$ cat config.mk
export PLATFORM = sky130hd
export DESIGN_NAME = energy_voice_activity_detector
export DESIGN_NICKNAME = d
export VERILOG_FILES = /design/src/design/evad_pkg.sv /design/src/design/evad_front.sv /design/src/design/evad_queue.sv /design/src/design/evad_back.sv /design/src/design/energy_voice_activity_detector.sv
export SDC_FILE = /design/constraint.sdc
export NUM_CORES = 2
export LEC_CHECK = 0
export ABC_AREA = 1
export ABC_CLOCK_PERIOD_IN_PS = 9500
export BUFFER_PORTS_ARGS = -buffer_cell sky130_fd_sc_hd__buf_4
export CELL_PAD_IN_SITES_DETAIL_PLACEMENT = 0
export CELL_PAD_IN_SITES_GLOBAL_PLACEMENT = 1
export CORE_ASPECT_RATIO = 1.4
export CORE_MARGIN = 2
export CORE_UTILIZATION = 50
export CTS_BUF_LIST = sky130_fd_sc_hd__clkbuf_8
export DETAILED_ROUTE_END_ITERATION = 12
export PLACE_DENSITY_LB_ADDON = 0.1
export SLEW_MARGIN = 20
export SYNTH_ARGS = -nofsm -noshare
export SYNTH_HDL_FRONTEND = slang
export SYNTH_HIERARCHICAL = 1
export SYNTH_SLANG_ARGS = --single-unit
export TNS_END_PERCENT = 30
$ cat constraint.sdc
create_clock -name clock -period 9.5 [get_ports clock]
set_input_delay 0 -clock clock [delete_from_list [all_inputs] [get_ports clock]]
set_output_delay 0 -clock clock [all_outputs]
set_load 0.02 [all_outputs]
$ cat src/design/evad_pkg.sv
// ----------------------------------------------------------------------------
// evad_pkg
// Shared types, constants and codes of the energy voice activity detector.
// ----------------------------------------------------------------------------
`default_nettype none

package evad_pkg;

   // Frame and energy format.
   localparam int MAX_FRAME        = 4096;
   localparam int ENERGY_FRAC_BITS = 8;
   localparam int SAMPLE_W         = 16;
   localparam int TALLY_W          = $clog2(MAX_FRAME + 1);
   localparam int SUM_W            = SAMPLE_W + $clog2(MAX_FRAME);
   localparam int DVD_W            = SUM_W + ENERGY_FRAC_BITS;
   localparam int DCNT_W           = $clog2(DVD_W + 1);
   localparam int ENERGY_W         = 24;
   localparam int TIME_W           = 32;

   // Shared multiplier operand widths.
   localparam int MUL_A_W          = 24;
   localparam int MUL_B_W          = 17;
   localparam int MUL_P_W          = MUL_A_W + MUL_B_W;

   // Frame queue between the front and the back.
   localparam int QDEPTH           = 2;
   localparam int QPTR_W           = $clog2(QDEPTH);

   // Slow adaptation scale (0.1 in Q0.16) and threshold clamp limits.
   localparam logic [MUL_B_W-1:0]  SLOW_SCALE = MUL_B_W'(6554);
   localparam logic [MUL_B_W-1:0]  UNITY_Q16  = MUL_B_W'(65536);
   localparam logic [ENERGY_W-1:0] THR_LO     = ENERGY_W'(50 << ENERGY_FRAC_BITS);
   localparam logic [ENERGY_W-1:0] THR_HI     = ENERGY_W'(500 << ENERGY_FRAC_BITS);

   // Configuration register indexes.
   localparam int CSR_IDX_W = 3;
   localparam int CSR_DATA_W = 24;
   localparam logic [CSR_IDX_W-1:0] CSR_START_THRESH       = 3'd0;
   localparam logic [CSR_IDX_W-1:0] CSR_HANG_TIME          = 3'd1;
   localparam logic [CSR_IDX_W-1:0] CSR_NOISE_ALPHA        = 3'd2;
   localparam logic [CSR_IDX_W-1:0] CSR_CALIBRATION_LENGTH = 3'd3;
   localparam logic [CSR_IDX_W-1:0] CSR_THRESHOLD_GAIN     = 3'd4;

   // Decision codes.
   localparam logic [1:0] DEC_SILENCE  = 2'd0;
   localparam logic [1:0] DEC_SPEECH   = 2'd1;
   localparam logic [1:0] DEC_HANGOVER = 2'd2;

   // One closed frame as handed from the front to the back.
   typedef struct packed {
      logic [SUM_W-1:0]   sum;
      logic [TALLY_W-1:0] tally;
      logic [TIME_W-1:0]  time_ms;
   } frame_type;

   // Configuration registers that the sequencer reads. The start threshold
   // acts only at the moment it is written, so it is not kept here.
   typedef struct packed {
      logic [15:0]         hang_time;
      logic [15:0]         noise_alpha;
      logic [15:0]         calibration_length;
      logic [15:0]         threshold_gain;
   } cfg_type;

   // Queue status seen by the front and the back.
   typedef struct packed {
      logic full;
      logic empty;
   } queue_status_type;

   // Back-end sequencer states.
   typedef enum logic [3:0] {
      BK_IDLE,
      BK_DIV,
      BK_SAT,
      BK_SLOW,
      BK_SLOW_CHK,
      BK_BLEND_A,
      BK_BLEND_B,
      BK_BLEND_C,
      BK_CAL_CNT,
      BK_THR_MUL,
      BK_THR_SET,
      BK_DECIDE,
      BK_DONE
   } back_state_type;

   // Operand selection of the shared multiplier.
   typedef enum logic [1:0] {
      MUL_SLOW_ALPHA,
      MUL_FLOOR_WEIGHT,
      MUL_ENERGY_WEIGHT,
      MUL_FLOOR_GAIN
   } mul_sel_type;

endpackage

`default_nettype wire

$ cat src/design/evad_front.sv
// ----------------------------------------------------------------------------
// evad_front
// Accepts audio samples, accumulates their magnitudes and pushes each closed
// frame into the frame queue.
// ----------------------------------------------------------------------------
`default_nettype none

module evad_front (
   input  wire                           clock,
   input  wire                           reset,
   input  wire                           req_valid,
   output logic                          req_ready,
   input  wire  signed [15:0]            req_sample,
   input  wire                           req_frame_end,
   input  wire         [31:0]            req_time_ms,
   input  evad_pkg::queue_status_type    q_status,
   output logic                          q_push,
   output evad_pkg::frame_type           q_entry
);
   import evad_pkg::*;

   logic [SUM_W-1:0]    sum_ff, sum_in, sum_add;
   logic [TALLY_W-1:0]  tally_ff, tally_in, tally_add;
   logic [SAMPLE_W-1:0] mag;
   logic                accept;

   // An item is taken whenever the queue can hold a closed frame.
   assign req_ready = !q_status.full;
   assign accept    = req_valid && req_ready;

   // Magnitude of the sample; the most negative value maps to 32768.
   assign mag = req_sample[15] ? SAMPLE_W'(~req_sample + 16'sd1) : SAMPLE_W'(req_sample);

   // Accumulate until the frame holds the maximum number of samples.
   always_comb begin
      if (tally_ff < TALLY_W'(MAX_FRAME)) begin
         sum_add   = sum_ff + SUM_W'(mag);
         tally_add = tally_ff + TALLY_W'(1);
      end else begin
         sum_add   = sum_ff;
         tally_add = tally_ff;
      end
   end

   // The last item of a frame closes it and starts a fresh one.
   always_comb begin
      q_push           = accept && req_frame_end;
      q_entry.sum      = sum_add;
      q_entry.tally    = tally_add;
      q_entry.time_ms  = req_time_ms;
      sum_in           = sum_ff;
      tally_in         = tally_ff;
      if (accept) begin
         if (req_frame_end) begin
            sum_in   = '0;
            tally_in = '0;
         end else begin
            sum_in   = sum_add;
            tally_in = tally_add;
         end
      end
   end

   always_ff @(posedge clock) begin
      if (reset) begin
         sum_ff   <= '0;
         tally_ff <= '0;
      end else begin
         sum_ff   <= sum_in;
         tally_ff <= tally_in;
      end
   end

endmodule

`default_nettype wire

$ cat src/design/evad_queue.sv
// ----------------------------------------------------------------------------
// evad_queue
// Short queue of closed frames between the front and the back.
// ----------------------------------------------------------------------------
`default_nettype none

module evad_queue (
   input  wire                           clock,
   input  wire                           reset,
   input  wire                           push,
   input  evad_pkg::frame_type           push_entry,
   input  wire                           pop,
   output evad_pkg::frame_type           pop_entry,
   output evad_pkg::queue_status_type    status
);
   import evad_pkg::*;

   frame_type           entries_ff [QDEPTH];
   logic [QPTR_W-1:0]   wr_ptr_ff, wr_ptr_in;
   logic [QPTR_W-1:0]   rd_ptr_ff, rd_ptr_in;
   logic [QPTR_W:0]     count_ff, count_in;
   logic                do_push, do_pop;

   assign status.full  = (count_ff == (QPTR_W+1)'(QDEPTH));
   assign status.empty = (count_ff == '0);
   assign do_push      = push && !status.full;
   assign do_pop       = pop && !status.empty;
   assign pop_entry    = entries_ff[rd_ptr_ff];

   // Pointer and fill count bookkeeping.
   always_comb begin
      wr_ptr_in = wr_ptr_ff;
      rd_ptr_in = rd_ptr_ff;
      count_in  = count_ff;
      if (do_push) begin
         wr_ptr_in = (wr_ptr_ff == QPTR_W'(QDEPTH - 1)) ? '0 : wr_ptr_ff + QPTR_W'(1);
      end
      if (do_pop) begin
         rd_ptr_in = (rd_ptr_ff == QPTR_W'(QDEPTH - 1)) ? '0 : rd_ptr_ff + QPTR_W'(1);
      end
      if (do_push && !do_pop) begin
         count_in = count_ff + (QPTR_W+1)'(1);
      end else if (do_pop && !do_push) begin
         count_in = count_ff - (QPTR_W+1)'(1);
      end
   end

   always_ff @(posedge clock) begin
      if (reset) begin
         wr_ptr_ff <= '0;
         rd_ptr_ff <= '0;
         count_ff  <= '0;
      end else begin
         wr_ptr_ff <= wr_ptr_in;
         rd_ptr_ff <= rd_ptr_in;
         count_ff  <= count_in;
      end
   end

   // Entry storage.
   always_ff @(posedge clock) begin
      if (do_push) begin
         entries_ff[wr_ptr_ff] <= push_entry;
      end
   end

endmodule

`default_nettype wire

$ cat src/design/evad_back.sv
// ----------------------------------------------------------------------------
// evad_back
// Frame sequencer: serial energy division, noise floor tracking through one
// shared multiplier, threshold derivation and the speech decision.
// ----------------------------------------------------------------------------
`default_nettype none

module evad_back (
   input  wire                           clock,
   input  wire                           reset,
   input  evad_pkg::cfg_type             cfg,
   input  wire                           thr_wr,
   input  wire  [23:0]                   thr_wr_data,
   input  evad_pkg::queue_status_type    q_status,
   input  evad_pkg::frame_type           q_entry,
   output logic                          q_pop,
   output logic                          rsp_valid,
   input  wire                           rsp_ready,
   output logic [1:0]                    rsp_decision,
   output logic [23:0]                   rsp_frame_energy,
   output logic [23:0]                   rsp_current_threshold,
   output logic [23:0]                   rsp_current_noise_floor,
   output logic                          rsp_is_calibrated
);
   import evad_pkg::*;

   back_state_type       state_ff, state_in;
   mul_sel_type          mul_sel;
   logic                 out_load;

   // Divider.
   logic [DVD_W-1:0]     dvd_ff;
   logic [TALLY_W-1:0]   rem_ff;
   logic [TALLY_W-1:0]   divisor_ff;
   logic [DCNT_W-1:0]    dcnt_ff;
   logic [TALLY_W:0]     rem_shift;
   logic                 rem_ge;
   logic [ENERGY_W-1:0]  energy_sat;

   // Frame working registers.
   logic [ENERGY_W-1:0]  energy_ff;
   logic [TIME_W-1:0]    time_ff;
   logic [15:0]          alpha_ff;
   logic [1:0]           dec_ff;
   logic [MUL_P_W:0]     acc_ff;

   // Shared multiplier.
   logic [MUL_A_W-1:0]   mul_a;
   logic [MUL_B_W-1:0]   mul_b;
   logic [MUL_P_W-1:0]   prod_ff;

   // Detector state.
   logic [ENERGY_W-1:0]  floor_ff;
   logic [ENERGY_W-1:0]  thr_ff;
   logic [15:0]          ccount_ff, ccount_next;
   logic                 cal_ff;
   logic                 streaming_ff;
   logic [TIME_W-1:0]    last_speech_ff;

   // Derived values.
   logic [MUL_P_W:0]     blend_sum;
   logic [MUL_P_W-9:0]   thr_raw;
   logic [ENERGY_W-1:0]  thr_clamped;
   logic [TIME_W-1:0]    since_speech;
   logic                 quiet_frame;

   // Restoring division step and saturation of the quotient.
   assign rem_shift  = {rem_ff, dvd_ff[DVD_W-1]};
   assign rem_ge     = (rem_shift >= {1'b0, divisor_ff});
   assign energy_sat = (dvd_ff[DVD_W-1:ENERGY_W] != '0) ? '1 : dvd_ff[ENERGY_W-1:0];

   assign ccount_next  = (ccount_ff == 16'hFFFF) ? ccount_ff : ccount_ff + 16'd1;
   assign blend_sum    = acc_ff + (MUL_P_W+1)'(prod_ff);
   assign thr_raw      = prod_ff[MUL_P_W-1:8];
   assign since_speech = time_ff - last_speech_ff;
   assign quiet_frame  = ({1'b0, energy_ff, 1'b0} < {2'b00, thr_ff});

   // Threshold clamp to the allowed range.
   always_comb begin
      if (thr_raw < (MUL_P_W-8)'(THR_LO)) begin
         thr_clamped = THR_LO;
      end else if (thr_raw > (MUL_P_W-8)'(THR_HI)) begin
         thr_clamped = THR_HI;
      end else begin
         thr_clamped = thr_raw[ENERGY_W-1:0];
      end
   end

   // Next state.
   always_comb begin
      state_in = state_ff;
      case (state_ff)
         BK_IDLE: begin
            if (!q_status.empty) state_in = BK_DIV;
         end
         BK_DIV: begin
            if (dcnt_ff == DCNT_W'(1)) state_in = BK_SAT;
         end
         BK_SAT: begin
            if (cal_ff) begin
               state_in = BK_SLOW;
            end else if (floor_ff == '0) begin
               state_in = BK_CAL_CNT;
            end else begin
               state_in = BK_BLEND_A;
            end
         end
         BK_SLOW:     state_in = BK_SLOW_CHK;
         BK_SLOW_CHK: state_in = quiet_frame ? BK_BLEND_A : BK_DECIDE;
         BK_BLEND_A:  state_in = BK_BLEND_B;
         BK_BLEND_B:  state_in = BK_BLEND_C;
         BK_BLEND_C:  state_in = cal_ff ? BK_DECIDE : BK_CAL_CNT;
         BK_CAL_CNT: begin
            state_in = (ccount_next >= cfg.calibration_length) ? BK_THR_MUL : BK_DONE;
         end
         BK_THR_MUL:  state_in = BK_THR_SET;
         BK_THR_SET:  state_in = BK_DONE;
         BK_DECIDE:   state_in = BK_DONE;
         BK_DONE: begin
            if (!rsp_valid || rsp_ready) state_in = BK_IDLE;
         end
         default:     state_in = BK_IDLE;
      endcase
   end

   // State outputs.
   always_comb begin
      q_pop    = 1'b0;
      out_load = 1'b0;
      mul_sel  = MUL_FLOOR_WEIGHT;
      case (state_ff)
         BK_IDLE:    q_pop    = !q_status.empty;
         BK_SLOW:    mul_sel  = MUL_SLOW_ALPHA;
         BK_BLEND_A: mul_sel  = MUL_FLOOR_WEIGHT;
         BK_BLEND_B: mul_sel  = MUL_ENERGY_WEIGHT;
         BK_THR_MUL: mul_sel  = MUL_FLOOR_GAIN;
         BK_DONE:    out_load = !rsp_valid || rsp_ready;
         default:    q_pop    = 1'b0;
      endcase
   end

   // Multiplier operand selection.
   always_comb begin
      case (mul_sel)
         MUL_SLOW_ALPHA: begin
            mul_a = MUL_A_W'(cfg.noise_alpha);
            mul_b = SLOW_SCALE;
         end
         MUL_FLOOR_WEIGHT: begin
            mul_a = floor_ff;
            mul_b = UNITY_Q16 - MUL_B_W'(alpha_ff);
         end
         MUL_ENERGY_WEIGHT: begin
            mul_a = energy_ff;
            mul_b = MUL_B_W'(alpha_ff);
         end
         MUL_FLOOR_GAIN: begin
            mul_a = floor_ff;
            mul_b = MUL_B_W'(cfg.threshold_gain);
         end
         default: begin
            mul_a = floor_ff;
            mul_b = '0;
         end
      endcase
   end

   always_ff @(posedge clock) begin
      if (reset) begin
         state_ff <= BK_IDLE;
      end else begin
         state_ff <= state_in;
      end
   end

   // Product register after the shared multiplier.
   always_ff @(posedge clock) begin
      prod_ff <= MUL_P_W'(mul_a) * MUL_P_W'(mul_b);
   end

   // Frame working registers and the divider.
   always_ff @(posedge clock) begin
      case (state_ff)
         BK_IDLE: begin
            dvd_ff     <= {q_entry.sum, ENERGY_FRAC_BITS'(0)};
            rem_ff     <= '0;
            divisor_ff <= q_entry.tally;
            dcnt_ff    <= DCNT_W'(DVD_W);
            time_ff    <= q_entry.time_ms;
         end
         BK_DIV: begin
            rem_ff  <= rem_ge ? TALLY_W'(rem_shift - {1'b0, divisor_ff})
                              : rem_shift[TALLY_W-1:0];
            dvd_ff  <= {dvd_ff[DVD_W-2:0], rem_ge};
            dcnt_ff <= dcnt_ff - DCNT_W'(1);
         end
         BK_SAT: begin
            energy_ff <= energy_sat;
            alpha_ff  <= cfg.noise_alpha;
            dec_ff    <= DEC_SILENCE;
         end
         BK_SLOW_CHK: alpha_ff <= prod_ff[31:16];
         BK_BLEND_B:  acc_ff   <= (MUL_P_W+1)'(prod_ff);
         BK_DECIDE: begin
            if (energy_ff > thr_ff) begin
               dec_ff <= DEC_SPEECH;
            end else if (streaming_ff && (since_speech < TIME_W'(cfg.hang_time))) begin
               dec_ff <= DEC_HANGOVER;
            end else begin
               dec_ff <= DEC_SILENCE;
            end
         end
         default:     dec_ff   <= dec_ff;
      endcase
   end

   // Detector state.
   always_ff @(posedge clock) begin
      if (reset) begin
         floor_ff       <= '0;
         thr_ff         <= '0;
         ccount_ff      <= '0;
         cal_ff         <= 1'b0;
         streaming_ff   <= 1'b0;
         last_speech_ff <= '0;
      end else begin
         if (thr_wr && !cal_ff) begin
            thr_ff <= thr_wr_data;
         end
         case (state_ff)
            BK_SAT: begin
               if (!cal_ff && (floor_ff == '0)) floor_ff <= energy_sat;
            end
            BK_BLEND_C: floor_ff <= blend_sum[ENERGY_W+15:16];
            BK_CAL_CNT: ccount_ff <= ccount_next;
            BK_THR_SET: begin
               thr_ff <= thr_clamped;
               cal_ff <= 1'b1;
            end
            BK_DECIDE: begin
               if (energy_ff > thr_ff) begin
                  last_speech_ff <= time_ff;
                  streaming_ff   <= 1'b1;
               end else if (!(streaming_ff && (since_speech < TIME_W'(cfg.hang_time)))) begin
                  streaming_ff   <= 1'b0;
               end
            end
            default: cal_ff <= cal_ff;
         endcase
      end
   end

   // Result register; the next frame may be divided while it waits.
   always_ff @(posedge clock) begin
      if (reset) begin
         rsp_valid <= 1'b0;
      end else if (out_load) begin
         rsp_valid <= 1'b1;
      end else if (rsp_ready) begin
         rsp_valid <= 1'b0;
      end
   end

   always_ff @(posedge clock) begin
      if (out_load) begin
         rsp_decision            <= dec_ff;
         rsp_frame_energy        <= energy_ff;
         rsp_current_threshold   <= thr_ff;
         rsp_current_noise_floor <= floor_ff;
         rsp_is_calibrated       <= cal_ff;
      end
   end

endmodule

`default_nettype wire

$ cat src/design/energy_voice_activity_detector.sv
// ----------------------------------------------------------------------------
// energy_voice_activity_detector
// Energy based voice activity detector with noise floor calibration.
// ----------------------------------------------------------------------------
// Usage:
//   The req channel carries one signed audio sample per item; the item with
//   req_frame_end high closes the frame and its req_time_ms is the frame time.
//   The sample front end takes one item per cycle while the frame queue is
//   not full, and sums magnitudes. Each closed frame enters a two-entry
//   frame queue; the frame sequencer then divides the sum serially (one
//   quotient bit per cycle) and updates the noise floor and threshold
//   through one shared multiplier. One rsp item per frame appears after the
//   sequencer has taken the frame from the queue, divided it and run the
//   floor, threshold and decision steps. The sequencer works on one frame
//   at a time, so short frames make the queue fill and req_ready drop.
//   The csr channel writes one register per item and is always ready; it
//   must be written only while no frame is in flight; the block does not
//   enforce this. A held rsp item does not stop the next frame from being
//   divided; the sequencer waits only when it has a second result to hand
//   over. Reset is synchronous: it clears the partial frame, the queue, the
//   noise floor, the calibration count, the threshold and the configuration
//   and control registers to zero; frame data and result registers are not.
// ----------------------------------------------------------------------------
`default_nettype none

module energy_voice_activity_detector (
   input  wire                clock,
   input  wire                reset,
   // Sample input channel.
   input  wire                req_valid,
   output logic               req_ready,
   input  wire  signed [15:0] req_sample,
   input  wire                req_frame_end,
   input  wire         [31:0] req_time_ms,
   // Frame result channel.
   output logic               rsp_valid,
   input  wire                rsp_ready,
   output logic        [1:0]  rsp_decision,
   output logic        [23:0] rsp_frame_energy,
   output logic        [23:0] rsp_current_threshold,
   output logic        [23:0] rsp_current_noise_floor,
   output logic               rsp_is_calibrated,
   // Register write channel.
   input  wire                csr_valid,
   output logic               csr_ready,
   input  wire         [2:0]  csr_index,
   input  wire         [23:0] csr_data
);
   import evad_pkg::*;

   cfg_type           cfg_ff;
   logic              csr_write;
   logic              thr_wr;
   logic              q_push, q_pop;
   frame_type         push_entry, pop_entry;
   queue_status_type  q_status;

   // Register file. The start threshold write goes straight to the
   // sequencer, which loads it while calibration is still running.
   assign csr_ready = 1'b1;
   assign csr_write = csr_valid && csr_ready;
   assign thr_wr    = csr_write && (csr_index == CSR_START_THRESH);

   always_ff @(posedge clock) begin
      if (reset) begin
         cfg_ff <= '0;
      end else if (csr_write) begin
         case (csr_index)
            CSR_HANG_TIME:          cfg_ff.hang_time          <= csr_data[15:0];
            CSR_NOISE_ALPHA:        cfg_ff.noise_alpha        <= csr_data[15:0];
            CSR_CALIBRATION_LENGTH: cfg_ff.calibration_length <= csr_data[15:0];
            CSR_THRESHOLD_GAIN:     cfg_ff.threshold_gain     <= csr_data[15:0];
            default:                cfg_ff                    <= cfg_ff;
         endcase
      end
   end

   // Sample front end.
   evad_front u_front (
      .clock         (clock),
      .reset         (reset),
      .req_valid     (req_valid),
      .req_ready     (req_ready),
      .req_sample    (req_sample),
      .req_frame_end (req_frame_end),
      .req_time_ms   (req_time_ms),
      .q_status      (q_status),
      .q_push        (q_push),
      .q_entry       (push_entry)
   );

   // Closed frame queue.
   evad_queue u_queue (
      .clock      (clock),
      .reset      (reset),
      .push       (q_push),
      .push_entry (push_entry),
      .pop        (q_pop),
      .pop_entry  (pop_entry),
      .status     (q_status)
   );

   // Frame sequencer.
   evad_back u_back (
      .clock                   (clock),
      .reset                   (reset),
      .cfg                     (cfg_ff),
      .thr_wr                  (thr_wr),
      .thr_wr_data             (csr_data),
      .q_status                (q_status),
      .q_entry                 (pop_entry),
      .q_pop                   (q_pop),
      .rsp_valid               (rsp_valid),
      .rsp_ready               (rsp_ready),
      .rsp_decision            (rsp_decision),
      .rsp_frame_energy        (rsp_frame_energy),
      .rsp_current_threshold   (rsp_current_threshold),
      .rsp_current_noise_floor (rsp_current_noise_floor),
      .rsp_is_calibrated       (rsp_is_calibrated)
   );

   // A closed frame is never offered to a full queue.
   assert property (@(posedge clock) disable iff (reset)
      !(q_push && q_status.full))
      else $error("frame pushed into full queue");

   // Frames before calibration completes are reported as silence.
   assert property (@(posedge clock) disable iff (reset)
      (rsp_valid && !rsp_is_calibrated) |-> (rsp_decision == DEC_SILENCE))
      else $error("non-silence decision before calibration");

   // A calibrated threshold stays inside the clamp range.
   assert property (@(posedge clock) disable iff (reset)
      (rsp_valid && rsp_is_calibrated) |->
         (rsp_current_threshold >= THR_LO && rsp_current_threshold <= THR_HI))
      else $error("threshold outside clamp range");

   // Speech is reported only for frames louder than the threshold.
   assert property (@(posedge clock) disable iff (reset)
      (rsp_valid && rsp_decision == DEC_SPEECH) |->
         (rsp_frame_energy > rsp_current_threshold))
      else $error("speech decision below threshold");

endmodule

`default_nettype wire
==> impl_metrics.env <==
export IMPL_status="complete, no violations"
export IMPL_whs_ns=0.0744
export IMPL_pwr_density_cell_nw_per_um2=278
export IMPL_grt_max_degree=76
export IMPL_design_die_area_um2=99200
export IMPL_synth_xor_area_share_pct=2.10
export IMPL_cap_violations=0
export IMPL_htreeDepth=3
export IMPL_synth_top_family_by_area="adder cells"
export IMPL_startpoint_type="register"
export IMPL_yosys_area_share_simple_pct=19.4
export IMPL_drc=0
export IMPL_initial_utilization_pct=50.6
export IMPL_stdcell_count=7287
export IMPL_seq_area_frac_synth_pct=35.6
export IMPL_antenna_found_initial=1
export IMPL_slew_headroom_pct=17.8
export IMPL_drive_gt1_share_pct=9.41
export IMPL_drv_slew=0
export IMPL_crit_path_frequent_cell="fa_1"
export IMPL_min_path_type="in2reg"
export IMPL_die_x_um=267
export IMPL_clk_path_buf_depth=3
export IMPL_grt_pass1_wl_um=233000
export IMPL_clock_latency_ns=0.85
export IMPL_synthTopCellsByCount="nand2_1 (1288), inv_1 (1029), nor2_1 (565), edfxtp_1 (403), fa_1 (332)"
export IMPL_io_buffers=157
export IMPL_ys_flop_type="edfxtp_1"
export IMPL_sw_frac_of_total_pct=47.8
export IMPL_finClkSkew_ns=0.0887
export IMPL_antenna_left=0
export IMPL_synth_most_common_cell="nand2_1"
export IMPL_placed_cells_incl_taps=6958
export IMPL_r2r_cells=31
export IMPL_p_leak_uw=0.0250
export IMPL_worst_pin_slew_ns=1.22
export IMPL_synth_area_leaders="edfxtp_1 (25%), fa_1 (14%), dfxtp_1 (11%)"
export IMPL_synth_compound_area_share_pct=8.69
export IMPL_pwr_share_clk_pct=17.7
export IMPL_ys_types=74
export IMPL_critical_path_class="reg2reg"
export IMPL_die_h_um=372
export IMPL_rsz0062_at_grt="no"
export IMPL_synthAdderAreaFrac_pct=21.5
export IMPL_cp_arrival_ns=9.51
export IMPL_reg2reg_to="u_back/prod_ff[33]$_DFF_P_"
export IMPL_gp_congestion=0.970
export IMPL_drtIter0Drc=2759
export IMPL_clockRootBuffer="clkbuf_8"
export IMPL_nets=6680
export IMPL_max_stage_delay_ns=0.74
export IMPL_fin_crit_sh_pct=92.7
export IMPL_pwr_share_comb_pct=55.1
export IMPL_hpwlAfterDp_um=120000
export IMPL_synth_cells=5707
export IMPL_grt_ovfl_total=0
export IMPL_syn_nets=6419
export IMPL_grt_usage_pct=31.5
export IMPL_hold_depth=6
export IMPL_num_io_pins=159
export IMPL_hold_path_end="u_queue/entries_ff[1][55]$_DFFE_PP_"
export IMPL_synth_largest_area_cell="edfxtp_1"
export IMPL_rows=134
export IMPL_cts_tree="built"
export IMPL_fmax_ghz=0.113
export IMPL_synth_edf_count=403
export IMPL_routed_via_density=5.34
export IMPL_worstReg2RegStart="u_back/state_ff[2]$_SDFFE_PP0P_"
export IMPL_synth_top_area_share_pct=25.0
export IMPL_finalHoldViolCount=0
export IMPL_avgRoutedWirePerCell_um=21.1
export IMPL_coreArea_um2=95600
export IMPL_synth_area_mux_share_pct=2.29
export IMPL_ys_warnings_count=6
export IMPL_setup_tns_ns=0
export IMPL_grt_pass1_vias=39800
export IMPL_wl_um=154000
export IMPL_required_ns=10.20
export IMPL_cts_buffers=104
export IMPL_hold_start="req_sample[10]"
export IMPL_seqPwrFrac_pct=27.2
export IMPL_crit_path_end_kind="register"
export IMPL_syn_area_um2=48300
export IMPL_clk_pin_slew_ns=0.07
export IMPL_internal_power_uw=7830
export IMPL_p_sw_uw=7170
export IMPL_cp_slowest_cell="a221oi_2"
export IMPL_cts_sinks=657
export IMPL_ys_ff_latch=657
export IMPL_finalCriticalPeriod_ns=8.81
export IMPL_vias=38900
export IMPL_setup_viol=0
export IMPL_synthToLayoutAreaGrowth_pct=11.8
export IMPL_first_pass_iters=6
export IMPL_crit_fanout=18
export IMPL_synthArstFlopShare_pct=0
export IMPL_postSynthAreaPerCell_um2=8.47
export IMPL_reg2reg_setup_slack_ns=0.69
export IMPL_peakVddDrop_mv=0.210
how the worst max path moves through the flow:
stage / from / to / slack [ns] / cells past startpoint
6_report: u_back/state_ff[2]$_SDFFE_PP0P_ / u_back/prod_ff[33]$_DFF_P_ / 0.69 / 31
2_1_floorplan: u_back/state_ff[2]$_SDFFE_PP0P_ / u_back/prod_ff[35]$_DFF_P_ / 1.72 / 25
5_1_grt: u_back/state_ff[2]$_SDFFE_PP0P_ / u_back/prod_ff[33]$_DFF_P_ / 0.37 / 31
3_3_place_gp: u_back/state_ff[2]$_SDFFE_PP0P_ / u_back/prod_ff[30]$_DFF_P_ / 0.98 / 29
3_5_place_dp: u_back/state_ff[2]$_SDFFE_PP0P_ / u_back/prod_ff[33]$_DFF_P_ / 0.92 / 31
4_1_cts: u_back/state_ff[2]$_SDFFE_PP0P_ / u_back/prod_ff[33]$_DFF_P_ / 0.79 / 31
cell usage in the layout (no fill, tap or decap), types with 16 or more instances in the layout:
cell type,count
buf_4,216
dfxtp_1,253
inv_2,17
clkbuf_8,122
xor2_1,88
xnor2_1,26
inv_1,1066
ha_1,299
nor3_1,41
nand4_1,43
fa_1,332
nand3_1,215
nand2_1,1287
edfxtp_1,403
a21oi_1,312
dlygate4sd3_1,127
nor2_1,554
a31oi_1,29
clkinv_2,16
nand2_2,16
nor4_1,22
nor2_2,24
mux2_4,70
o21ai_0,264
per-layer routing:
metal,GRT usage [%],vias to the layer above,wire length (um)
li1,-,18700,-
met1,33.4,18800,55900
met2,59.7,1014,82300
met3,3.22,399,5770
met4,19.0,0,10100
met5,0,-,0
power groups by stage:
stage / Sequential (uW) / Clock, uW / Combinational (uW)
after floorplan: 3930 / 0 / 5640
after detailed placement: 4130 / 0 / 8220
after CTS: 4080 / 2720 / 8310
final: 4080 / 2650 / 8270
after global placement: 4130 / 0 / 8170
after global routing: 4110 / 2830 / 9220
cells by family after synthesis:
group           Yosys count
mux                      75
fa+ha+maj               631
simple gates           2262
other cells               1
flops                   657
buf+inv                1243
xor+xnor                115
compound gates          723
flip-flops by register name, summed over array words and instances, names as in the netlist, 28 cells and up, named ones only:
signal	count
cfg_ff	64
u_back/acc_ff	40
u_back/dvd_ff	36
u_back/last_speech_ff	32
u_back/prod_ff	41
u_back/time_ff	32
u_front/sum_ff	28
u_queue/entries_ff	146
metrics by stage:
| step | worst slack (ns) | power (uW) | util, % | cell area (um2) |
|---|---|---|---|---|
| 2_1_floorplan | 1.72 | 9570 | - | 48300 |
| 3_3_place_gp | 0.976 | 12300 | 52.8 | 50400 |
| 3_5_place_dp | 0.925 | 12400 | 52.8 | 50400 |
| 4_1_cts | 0.793 | 15100 | 56.5 | 54000 |
| 5_1_grt | 0.374 | 16200 | 56.5 | 54000 |
| 6_report | 0.689 | 15000 | 56.5 | 54000 |
layout make-up:
type / instances / area (um2)
diodes: 4 / 10.0
well taps: 1224 / 1530
multi-input cells: 3807 / 26100
fillers: 8992 / 41500
clock inverters: 75 / 622
clock buffers: 122 / 1680
flip-flops and latches: 657 / 17200
inverters: 1055 / 3970
repair buffers: 343 / 2890
timing repair:
action	4_1_cts	5_1_grt
resized for setup	0	0
setup buffers	0	0
hold endpoints to repair	285	0
hold buffers	127	0
worst max-delay path: cells and delay by family, from the launching register on:
| family | cells | cell delay (ns) |
|---|---|---|
| buffers and inverters | 7 | 0.77 |
| AO/OA/AOI/OAI | 4 | 1.60 |
| adder cells (fa/ha/maj) | 7 | 3.46 |
| XOR/XNOR | 1 | 0.15 |
| AND/OR/NAND/NOR | 12 | 2.16 |
| flip-flops | 1 | 0.47 |
No activity file was read; power rests on OpenSTA's default activity.
